`src/hdl/ael_pkg.sv`:
```
// Shared types and constants for the arithmetic expression lexer.
package ael_pkg;

  localparam int unsigned MantissaBitsDef      = 48;
  localparam int unsigned FractionCountBitsDef = 6;
  localparam int unsigned TokenKindBits        = 4;
  localparam int unsigned CharBits             = 8;

  localparam logic [CharBits-1:0] ChNul    = 8'h00;
  localparam logic [CharBits-1:0] ChTab    = 8'h09;
  localparam logic [CharBits-1:0] ChNl     = 8'h0a;
  localparam logic [CharBits-1:0] ChSpace  = 8'h20;
  localparam logic [CharBits-1:0] ChZero   = 8'h30;
  localparam logic [CharBits-1:0] ChNine   = 8'h39;
  localparam logic [CharBits-1:0] ChPoint  = 8'h2e;
  localparam logic [CharBits-1:0] ChPlus   = 8'h2b;
  localparam logic [CharBits-1:0] ChMinus  = 8'h2d;
  localparam logic [CharBits-1:0] ChStar   = 8'h2a;
  localparam logic [CharBits-1:0] ChSlash  = 8'h2f;
  localparam logic [CharBits-1:0] ChLParen = 8'h28;
  localparam logic [CharBits-1:0] ChRParen = 8'h29;

  typedef enum logic [TokenKindBits-1:0] {
    TK_NUM     = 4'd0,
    TK_ADD     = 4'd1,
    TK_SUB     = 4'd2,
    TK_MUL     = 4'd3,
    TK_DIV     = 4'd4,
    TK_LPAREN  = 4'd5,
    TK_RPAREN  = 4'd6,
    TK_ILLEGAL = 4'd7,
    TK_END     = 4'd8
  } token_kind_e;

  typedef struct packed {
    logic [1:0]  count;
    logic        has_num;
    token_kind_e k0;
    token_kind_e k1;
    token_kind_e k2;
  } grp_t;

endpackage

```
`src/hdl/ael_scan.sv`:
```
// Per-character number state and token group decode.
module ael_scan #(
  parameter int unsigned MantissaBits      = ael_pkg::MantissaBitsDef,
  parameter int unsigned FractionCountBits = ael_pkg::FractionCountBitsDef
) (
  input  logic                         clk_i,
  input  logic                         rst_ni,
  input  logic                         step_i,
  input  logic [ael_pkg::CharBits-1:0] char_i,
  input  logic                         last_i,
  output ael_pkg::grp_t                grp_o,
  output logic [MantissaBits-1:0]      mant_o,
  output logic [FractionCountBits-1:0] frac_o,
  output logic                         ovf_o
);

  localparam logic [MantissaBits-1:0]      MantMax = {MantissaBits{1'b1}};
  localparam logic [FractionCountBits-1:0] FracMax = {FractionCountBits{1'b1}};

  logic                         in_q, in_d;
  logic [MantissaBits-1:0]      mant_q, mant_d;
  logic [FractionCountBits-1:0] frac_q, frac_d;
  logic                         pt_q, pt_d;
  logic                         ovf_q, ovf_d;

  logic                         is_digit, is_point, is_ws, is_last, is_op, end_now, num_emit;
  ael_pkg::token_kind_e         op_kind;
  logic [MantissaBits-1:0]      b_mant, a_mant;
  logic [FractionCountBits-1:0] b_frac, a_frac;
  logic                         b_pt, b_ovf, a_in, a_pt, a_ovf, skip, wide_ovf;
  logic [MantissaBits+3:0]      wide;

  always_comb begin
    is_digit = (char_i >= ael_pkg::ChZero) && (char_i <= ael_pkg::ChNine);
    is_point = char_i == ael_pkg::ChPoint;
    is_ws    = (char_i == ael_pkg::ChNul) || (char_i == ael_pkg::ChSpace) ||
               (char_i == ael_pkg::ChNl) || (char_i == ael_pkg::ChTab);
    is_last  = last_i || (char_i == ael_pkg::ChNul);
    is_op    = !is_digit && !is_point && !is_ws;
    unique case (char_i)
      ael_pkg::ChPlus:   op_kind = ael_pkg::TK_ADD;
      ael_pkg::ChMinus:  op_kind = ael_pkg::TK_SUB;
      ael_pkg::ChStar:   op_kind = ael_pkg::TK_MUL;
      ael_pkg::ChSlash:  op_kind = ael_pkg::TK_DIV;
      ael_pkg::ChLParen: op_kind = ael_pkg::TK_LPAREN;
      ael_pkg::ChRParen: op_kind = ael_pkg::TK_RPAREN;
      default:           op_kind = ael_pkg::TK_ILLEGAL;
    endcase

    b_mant = in_q ? mant_q : '0;
    b_frac = in_q ? frac_q : '0;
    b_pt   = in_q && pt_q;
    b_ovf  = in_q && ovf_q;

    skip     = b_pt && (b_frac == FracMax);
    wide     = {1'b0, b_mant, 3'b000} + {3'b000, b_mant, 1'b0} +
               {{MantissaBits{1'b0}}, char_i[3:0]};
    wide_ovf = b_ovf || (wide[MantissaBits+3:MantissaBits] != 4'd0);

    a_in   = 1'b0;
    a_mant = '0;
    a_frac = '0;
    a_pt   = 1'b0;
    a_ovf  = 1'b0;
    priority if (is_digit) begin
      a_in = 1'b1;
      a_pt = b_pt;
      if (skip) begin
        a_mant = b_mant;
        a_frac = b_frac;
        a_ovf  = b_ovf;
      end else begin
        a_mant = wide_ovf ? MantMax : wide[MantissaBits-1:0];
        a_frac = b_pt ? b_frac + 1'b1 : b_frac;
        a_ovf  = wide_ovf;
      end
    end else if (is_point && !(in_q && pt_q)) begin
      a_in   = 1'b1;
      a_pt   = 1'b1;
      a_mant = b_mant;
      a_frac = b_frac;
      a_ovf  = b_ovf;
    end else begin
      a_in = 1'b0;
    end

    end_now  = in_q && !is_digit && !(is_point && !pt_q);
    num_emit = end_now || (is_last && a_in);
    mant_o   = end_now ? mant_q : a_mant;
    frac_o   = end_now ? frac_q : a_frac;
    ovf_o    = end_now ? ovf_q : a_ovf;

    grp_o.has_num = num_emit;
    grp_o.count   = 2'({1'b0, num_emit} + {1'b0, is_op} + {1'b0, is_last});
    grp_o.k0      = num_emit ? ael_pkg::TK_NUM : (is_op ? op_kind : ael_pkg::TK_END);
    grp_o.k1      = (num_emit && is_op) ? op_kind : ael_pkg::TK_END;
    grp_o.k2      = ael_pkg::TK_END;

    in_d   = is_last ? 1'b0 : a_in;
    mant_d = is_last ? '0 : a_mant;
    frac_d = is_last ? '0 : a_frac;
    pt_d   = is_last ? 1'b0 : a_pt;
    ovf_d  = is_last ? 1'b0 : a_ovf;
  end

  always_ff @(posedge clk_i or negedge rst_ni) begin
    if (!rst_ni) begin
      in_q   <= 1'b0;
      mant_q <= '0;
      frac_q <= '0;
      pt_q   <= 1'b0;
      ovf_q  <= 1'b0;
    end else if (step_i) begin
      in_q   <= in_d;
      mant_q <= mant_d;
      frac_q <= frac_d;
      pt_q   <= pt_d;
      ovf_q  <= ovf_d;
    end
  end

endmodule

```
`src/hdl/arithmetic_expression_lexer_unit.sv`:
```
// Top level of the arithmetic expression lexer.
// Usage:
//   The slave stream takes one text byte per transfer: tdata holds the byte,
//   tlast marks the final byte of an expression (a zero byte acts the same).
//   The master stream gives tokens in order: number, operator or illegal
//   byte, end. tlast marks the final token caused by one byte.
//   Whitespace bytes cause no token of their own.
// Path: a byte is registered in the input register, then decoded into a token
//   group of zero to three tokens that the output register holds.
// Throughput: one byte per cycle while each byte causes at most one token
//   and tready stays high; a byte that causes more tokens holds the input
//   while the single output register drains the group one token a cycle.
// Reset: clears the number state, the input register's valid flag and the token group;
//   the next byte starts a new expression.
// Stall: while the receiver holds tready low the current token stays on the
//   master port and one further byte waits in the input register.
module arithmetic_expression_lexer_unit #(
  parameter int unsigned MantissaBits      = ael_pkg::MantissaBitsDef,
  parameter int unsigned FractionCountBits = ael_pkg::FractionCountBitsDef,
  localparam int unsigned OutBits = ael_pkg::TokenKindBits + MantissaBits +
                                    FractionCountBits + 1,
  localparam int unsigned OutDataBits = ((OutBits + 7) / 8) * 8
) (
  input  logic                         clk_i,
  input  logic                         rst_ni,
  input  logic                         s_axis_tvalid,
  output logic                         s_axis_tready,
  input  logic [ael_pkg::CharBits-1:0] s_axis_tdata,  // char_code
  input  logic                         s_axis_tlast,  // end_of_text
  output logic                         m_axis_tvalid,
  input  logic                         m_axis_tready,
  // token_kind, mantissa, fraction_digits, mantissa_overflow, zero fill
  output logic [OutDataBits-1:0]       m_axis_tdata,
  output logic                         m_axis_tlast   // run_last
);

  logic                         in_vld_q;
  logic [ael_pkg::CharBits-1:0] in_char_q;
  logic                         in_last_q;

  ael_pkg::grp_t                grp_d, grp_q;
  logic                         grp_vld_q;
  logic [1:0]                   idx_q;
  logic [MantissaBits-1:0]      mant_d, mant_q;
  logic [FractionCountBits-1:0] frac_d, frac_q;
  logic                         ovf_d, ovf_q;

  logic                         tok_last, grp_free, step;
  ael_pkg::token_kind_e         kind;
  logic                         is_num;

  ael_scan #(
    .MantissaBits     (MantissaBits),
    .FractionCountBits(FractionCountBits)
  ) u_scan (
    .clk_i (clk_i),
    .rst_ni(rst_ni),
    .step_i(step),
    .char_i(in_char_q),
    .last_i(in_last_q),
    .grp_o (grp_d),
    .mant_o(mant_d),
    .frac_o(frac_d),
    .ovf_o (ovf_d)
  );

  always_comb begin
    tok_last      = idx_q == (grp_q.count - 2'd1);
    grp_free      = !grp_vld_q || (m_axis_tready && tok_last);
    step          = in_vld_q && grp_free;
    s_axis_tready = !in_vld_q || step;
    unique case (idx_q)
      2'd0:    kind = grp_q.k0;
      2'd1:    kind = grp_q.k1;
      default: kind = grp_q.k2;
    endcase
    is_num        = kind == ael_pkg::TK_NUM;
    m_axis_tvalid = grp_vld_q;
    m_axis_tlast  = tok_last;
    m_axis_tdata  = OutDataBits'({(is_num && ovf_q),
                                  (is_num ? frac_q : {FractionCountBits{1'b0}}),
                                  (is_num ? mant_q : {MantissaBits{1'b0}}),
                                  kind});
  end

  always_ff @(posedge clk_i or negedge rst_ni) begin
    if (!rst_ni) begin
      in_vld_q  <= 1'b0;
      grp_vld_q <= 1'b0;
      idx_q     <= 2'd0;
      grp_q     <= '0;
    end else begin
      if (s_axis_tready) begin
        in_vld_q <= s_axis_tvalid;
      end
      if (step) begin
        grp_vld_q <= grp_d.count != 2'd0;
        grp_q     <= grp_d;
        idx_q     <= 2'd0;
      end else if (grp_vld_q && m_axis_tready) begin
        if (tok_last) begin
          grp_vld_q <= 1'b0;
        end else begin
          idx_q <= idx_q + 2'd1;
        end
      end
    end
  end

  always_ff @(posedge clk_i) begin
    if (s_axis_tready && s_axis_tvalid) begin
      in_char_q <= s_axis_tdata;
      in_last_q <= s_axis_tlast;
    end
    if (step) begin
      mant_q <= mant_d;
      frac_q <= frac_d;
      ovf_q  <= ovf_d;
    end
  end

  assert property (@(posedge clk_i) disable iff (!rst_ni)
    grp_vld_q |-> (grp_q.count != 2'd0) && (idx_q < grp_q.count))
    else $error("token index outside group");

  assert property (@(posedge clk_i) disable iff (!rst_ni)
    m_axis_tvalid && (kind == ael_pkg::TK_END) |-> m_axis_tlast)
    else $error("end token not last of its group");

  assert property (@(posedge clk_i) disable iff (!rst_ni)
    m_axis_tvalid && !is_num |-> (m_axis_tdata[OutBits-1:ael_pkg::TokenKindBits] == '0))
    else $error("non-number token carries a value");

  assert property (@(posedge clk_i) disable iff (!rst_ni)
    m_axis_tvalid && is_num |-> (idx_q == 2'd0) && grp_q.has_num)
    else $error("number token out of place");

endmodule
```
`config.mk`:
```
export PLATFORM = sky130hd
export DESIGN_NAME = arithmetic_expression_lexer_unit
export DESIGN_NICKNAME = d
export VERILOG_FILES = /design/src/hdl/ael_pkg.sv /design/src/hdl/ael_scan.sv /design/src/hdl/arithmetic_expression_lexer_unit.sv
export SDC_FILE = /design/constraint.sdc
export NUM_CORES = 1
export LEC_CHECK = 0
export BUFFER_PORTS_ARGS = -buffer_cell sky130_fd_sc_hd__buf_2
export CELL_PAD_IN_SITES_DETAIL_PLACEMENT = 1
export CELL_PAD_IN_SITES_GLOBAL_PLACEMENT = 1
export CORE_ASPECT_RATIO = 0.5
export CORE_MARGIN = 2
export CORE_UTILIZATION = 40
export DETAILED_ROUTE_END_ITERATION = 10
export MAX_ROUTING_LAYER = met4
export PLACE_DENSITY = 0.72
export REMOVE_ABC_BUFFERS = 1
export SYNTH_ARGS = -nofsm -noshare
export SYNTH_HDL_FRONTEND = slang
export SYNTH_SLANG_ARGS = --single-unit
```
`constraint.sdc`:
```
create_clock -name clk_i -period 12.5 [get_ports clk_i]
set_clock_uncertainty 0.05 [all_clocks]
set_input_delay 1.25 -clock clk_i [delete_from_list [all_inputs] [get_ports clk_i]]
set_output_delay 1.25 -clock clk_i [all_outputs]
set_load 0.005 [all_outputs]
```
# == Word level (Yosys, flattened, before mapping) ==
# Cells that the tools add are included.
# op_classes
reduce_logical,42
muxes,37
n_lt_le_gt_ge,2
eq_ne,14
n_addsub,7
# op_table
operator,n
$mux W48,8
$eq A8 B6 Y1 const B,8
$add A51 B49 Y52,1
$add A52 B4 Y52,1
$mux W6,8
$pmux W3 S6,1
$logic_and A1 B1 Y1,17
$eq A8 B4 Y1 const B,2
$mux W1,13
$mux W4,3
$ge A8 B6 Y1 const B,1
$le A8 B6 Y1 const B,1
$logic_not A1 Y1,8
$logic_not A8 Y1,1
$logic_or A1 B1 Y1,8
$pmux W4 S2,1
$add A6 B1 Y6 const B,1
$eq A6 B6 Y1 const B,1
$mux W2,3
$reduce_bool A2 Y1,3
$logic_not A4 Y1,1
$reduce_and A2 Y1,2
$reduce_bool A4 Y1,1
$add A1 B1 Y2,1
other kinds (7),7
# totals
output_inout_bits,67
reg_bits,136
wordCells,119
inputBits,13

# == Longest topological paths before layout ==
# logic_depth
ltp_word,11
depth_mapped,21
depth_no_buf,17

# == Cells and area by module ==
# A second synthesis with hierarchy kept.
# unflattened
cells_unflattened,1253
hier_area_um2,11009.3
# modules_own_cells
mod,area_each_um2,cells_each,instances
ael_scan,7732.4,1052,1
arithmetic_expression_lexer_unit,3276.9,201,1

# == Worst setup path after synthesis ==
# No wires, ideal clock.
# synth_timing
kind,register -> register
from,register u_scan.in_q
to,"register mant_q[27], data pin"
path_stages_with_launch,20
setup_time_ns,0.257
path_slack_ns,7.607
path_buffers,3
arrival_time_ns,4.586
path_cell_list,dfrtp_1 clkbuf_1 clkbuf_1 clkbuf_1 nand2_1 xnor2_1 ha_1 inv_1 fa_1 nand2b_1 a21oi_1 nor3b_1 o41ai_1 nand4_1 and3_1 mux2i_1 nor4_4 nand2_2 or3_1 a32o_1
# synth_between
elab_chain_cells,9
elab_cells_between_ends,19
classes_between,add/sub (2); eq/ne (1); mux (7); reduce/logical (9)
# synth_rtl
element,line,source
start: declaration,ael_scan.sv:20,"logic in_q, in_d;"
start signal: assignment,ael_scan.sv:114,in_q <= in_d;
$mux W48,ael_scan.sv:50,b_mant = in_q ? mant_q : '0;
$add A51 B49 Y52,ael_scan.sv:56,"wide = {1'b0, b_mant, 3'b000} + {3'b000, b_mant, 1'b0} +"
$add A52 B4 Y52,ael_scan.sv:56,
$reduce_bool A4 Y1,ael_scan.sv:58,wide_ovf = b_ovf || (wide[MantissaBits+3:MantissaBits] != 4'd0);
$logic_or A1 B1 Y1,ael_scan.sv:58,
$mux W48,ael_scan.sv:73,a_mant = wide_ovf ? MantMax : wide[MantissaBits-1:0];
$mux W48,ael_scan.sv:68,if (skip) begin
$mux W48,ael_scan.sv:65,priority if (is_digit) begin
$mux W48 (*),ael_scan.sv:89,mant_o = end_now ? mant_q : a_mant;
net mant_d[27],arithmetic_expression_lexer_unit.sv:44,"logic [MantissaBits-1:0] mant_d, mant_q;"
end signal: assignment,arithmetic_expression_lexer_unit.sv:116,mant_q <= mant_d;
end: declaration,arithmetic_expression_lexer_unit.sv:44,
# The timed path passes the listed nets; every way through them passes the cells marked *.
# A chain may end at the register's enable or synchronous reset.

# == Worst setup path in the final report ==
# Ends and elaborated chain as after synthesis.

==> results.md <==
- Status: finished, final reports clean
- Highest clock rate: between 150 and 200 MHz
- Hold Vio Cnt, Final: 0
- Worst Hold Slack: 427 ps
- RSZ-0062 raised after global routing: no
- Vias per Instance: just under 6
- Placed cell areas: approximately 0.011 mm²
- FP Rows: between 40 and 50
- CTS buffer count: 17
- Die height: roughly 120 µm
- Vias: a little under 10,000
- Hold worst-path end: u_scan.mant_q[24]
- Yosys warns: 0
- Placer Congestion: between 0.9 and 1
- Slew headroom: 21.9%
- Commonest non-fill, non-tap cell in the layout: nand2_1
- Critical R2R Launch: u_scan.in_q
- Hold Crit Class: reg -> reg
- Post-CTS resize count: 0
- Final setup fails: 0
- Post-DR wirelength/cell: 20.5 µm
- PnR worst setup slack: 6520 ps
- CP Data Arrival Time: between 6000 and 7000 ps
- Worst slack, placed: approximately 6600 ps
- Cells after Synth: 1,295
- GRT Total Usage: 26.2%
- Multi-input combinational cell area: between 0.006 and 0.007 mm²
- H-tree levels: 4
- Clk root buf: clkbuf_16
- Final Cell Area: between 0.01 and 0.015 mm²
- Nets: between 1,000 and 1,500
- Post-synth EDFFs: 64
- Worst skew pair latency: 460 ps
- CTS sink cnt: about 140
- Syn avg cell area: ~8.2 µm²
- Area Growth Syn to Fin: 11.7%
- Final period util: a little under half
- CP max FO: slightly below 60
- Io pins: 80
- Mapped cell area: between 0.01 and 0.015 mm²
- Crit path capture type: register
- Number of port buffers: 74
- Setup Total Neg Slack: 0 ps
- Pin count of the biggest net entering global routing: between 60 and 70
- Initial Utilization: roughly two fifths
- Reg-to-reg endpoint: mant_q[27]
- Critical Path RT: roughly 13,000 ps
- Post-CTS Setup Inserts: 0
- Core ar.: 0.0263 mm²
- CTS tree: yes
- Post-Route WL: between 30,000 and 40,000 µm
- Ant. Diodes: 0
- Post-synth ARST share: between 50% and 60%
- Crit path launch: u_scan.in_q
- Clk slew on worst S/H paths: ~70 ps
- LEAKAGE: 5.89 nW
- First-pass GRT wire length: 56,500 µm
- First-pass iteration count of the detailed router: 4
- Hold Startpoint: u_scan.mant_q[24]
- Post-route DRC: 0
- Max IR drop VDD: roughly 0.11 mV
- Startpoint Class: register
- Post-DRT Antenna Nets: 0
- Final Util: between 40% and 50%
- Max-slew violations: 0
- Max Cap Violations: 0
- Die area: ~0.028 mm²
- Max Buffers Root-to-Sink: 2
- Kind of critical path: reg -> reg
- Post-DP HPWL: 24,500 µm
- Hold path cells: 2
- Fin crit period: 5980 ps
- Count of cell types in the netlist: between 70 and 80
- First-iteration detailed-routing DRC count: ~660
- #FFs+latches synth: between 100 and 150
- Number of global-route vias before repair: between 10,000 and 15,000
- Fillers: roughly 3,200
- Reg2Reg Depth: 18
- Dominant synthesized flop cell: dfrtp_1
- Register area: about 0.0037 mm²
- Sequential share of the synthesized area: between 30% and 40%
- Width of the die: 235 µm
- Hold_buf cts: 0
- Initial antenna violation count: 1
- Slew @ Worst Pin: approximately 1200 ps
- Most frequent cells in the layout: nand2_1, o21ai_0, and2_1, ha_1, a21oi_1
- Pwr Density: 150 mW/mm²
- Layout cells sized above 1: roughly 10%
- Internal reg-to-reg setup slack: roughly 6500 ps
- Grt total ovfl: 0
-- worst max-delay path by stage --
stage	end	slack (ps)	cells after the start
after floorplan	mant_q[27]	6880	16
after global placement	mant_q[27]	6780	19
after detailed placement	mant_q[27]	6610	18
after CTS	mant_q[27]	6580	18
after global routing	mant_q[27]	6110	18
final	mant_q[27]	6520	18
-- synth_stat cells (3+ instances only) --
library cell,number,area [µm²]
dfrtp_1,72,1800
edfxtp_1,64,1920
a21boi_0,5,37.5
buf_2,4,20.0
o21ai_0,119,596
xnor2_1,25,219
nor3_1,34,170
nand2b_1,8,50.1
a32o_1,4,40.0
nand2_1,217,815
a31oi_1,11,68.8
clkbuf_1,72,270
o21bai_1,5,37.5
a21oi_1,90,450
buf_4,5,37.5
a221o_1,3,30.0
a22o_1,6,52.6
and2_1,97,607
nor4_1,6,37.5
o22ai_1,5,31.3
xor2_1,26,228
o21a_1,14,105
a211o_1,4,35.0
a211oi_1,7,52.6
inv_1,36,135
nand3_1,20,100
ha_1,94,1180
nand4_1,19,119
a21o_1,28,210
and3_1,8,50.1
o21ai_1,4,20.0
nor2_1,89,334
nor3b_1,3,22.5
or3_1,6,37.5
o31ai_1,41,308
-- report_power, final --
group          total, W  internal (W)  leakage [nW]  switching, W
Combinational  0.000590      0.000202          4.03      0.000388
Sequential     0.000654      0.000602          1.57     0.0000518
Clock          0.000546      0.000321         0.287      0.000225
-- flip-flops by register name, summed over array words and instances, names as in the netlist --
name and flops:
frac_q 6, grp_q 11, idx_q 2, in_char_q 8
in_last_q 1, in_vld_q 1, m_axis_tvalid 1, mant_q 48
ovf_q 1, u_scan.frac_q 6, u_scan.in_q 1, u_scan.mant_q 48
u_scan.ovf_q 1, u_scan.pt_q 1
-- metal layers --
metal  GRT usage, %  vias to the layer above  share of wire, %
li1               -                     4669                 -
met1           33.7                     4916                48
met2           42.5                      178                47
met3           3.94                       49               3.1
met4           9.02                        0               2.1
met5              -                        -                 0
-- final cells by class --
cell class	instances	share of cell area [%]
Multi-Input combinational cell	1045	54.6
Tap cell	352	3.70
Sequential cell	136	31.3
Inverter	36	1.13
Clock inverter	13	1.42
Clock buffer	19	3.72
Timing Repair Buffer	91	4.20
-- logic make-up after synthesis --
family	after synthesis	synth area share, %
AO/OA/AOI/OAI	372	21.9
XOR/XNOR	51	4.19
adder cells (fa/ha/maj)	96	11.4
buffers and inverters	118	4.38
flip-flops	136	34.9
multiplexers	3	0.293
other	1	0.0352
AND/OR/NAND/NOR	518	22.9
-- critical path: stages (launching register included) --
cell and delay (ps):
dfrtp_2 630, buf_4 560, nand2_1 220, xnor2_1 180, ha_1 320, inv_1 70, fa_1 460, nand2b_1 180
a21oi_1 220, o21ai_0 170, a21oi_1 290, a31o_2 320, nand4_1 120, o211a_1 190, nor4_4 360, nand2_2 270
buf_4 390, or3_1 450, a32o_1 210
-- per-stage QoR --
step	cells	power, W
final	1692	0.00179
after global placement	1660	0.00123
after floorplan	1217	0.000953
after global routing	1692	0.00189
after detailed placement	1660	0.00126
after CTS	1692	0.00181
Note: power is estimated with default switching activity, not from simulation.
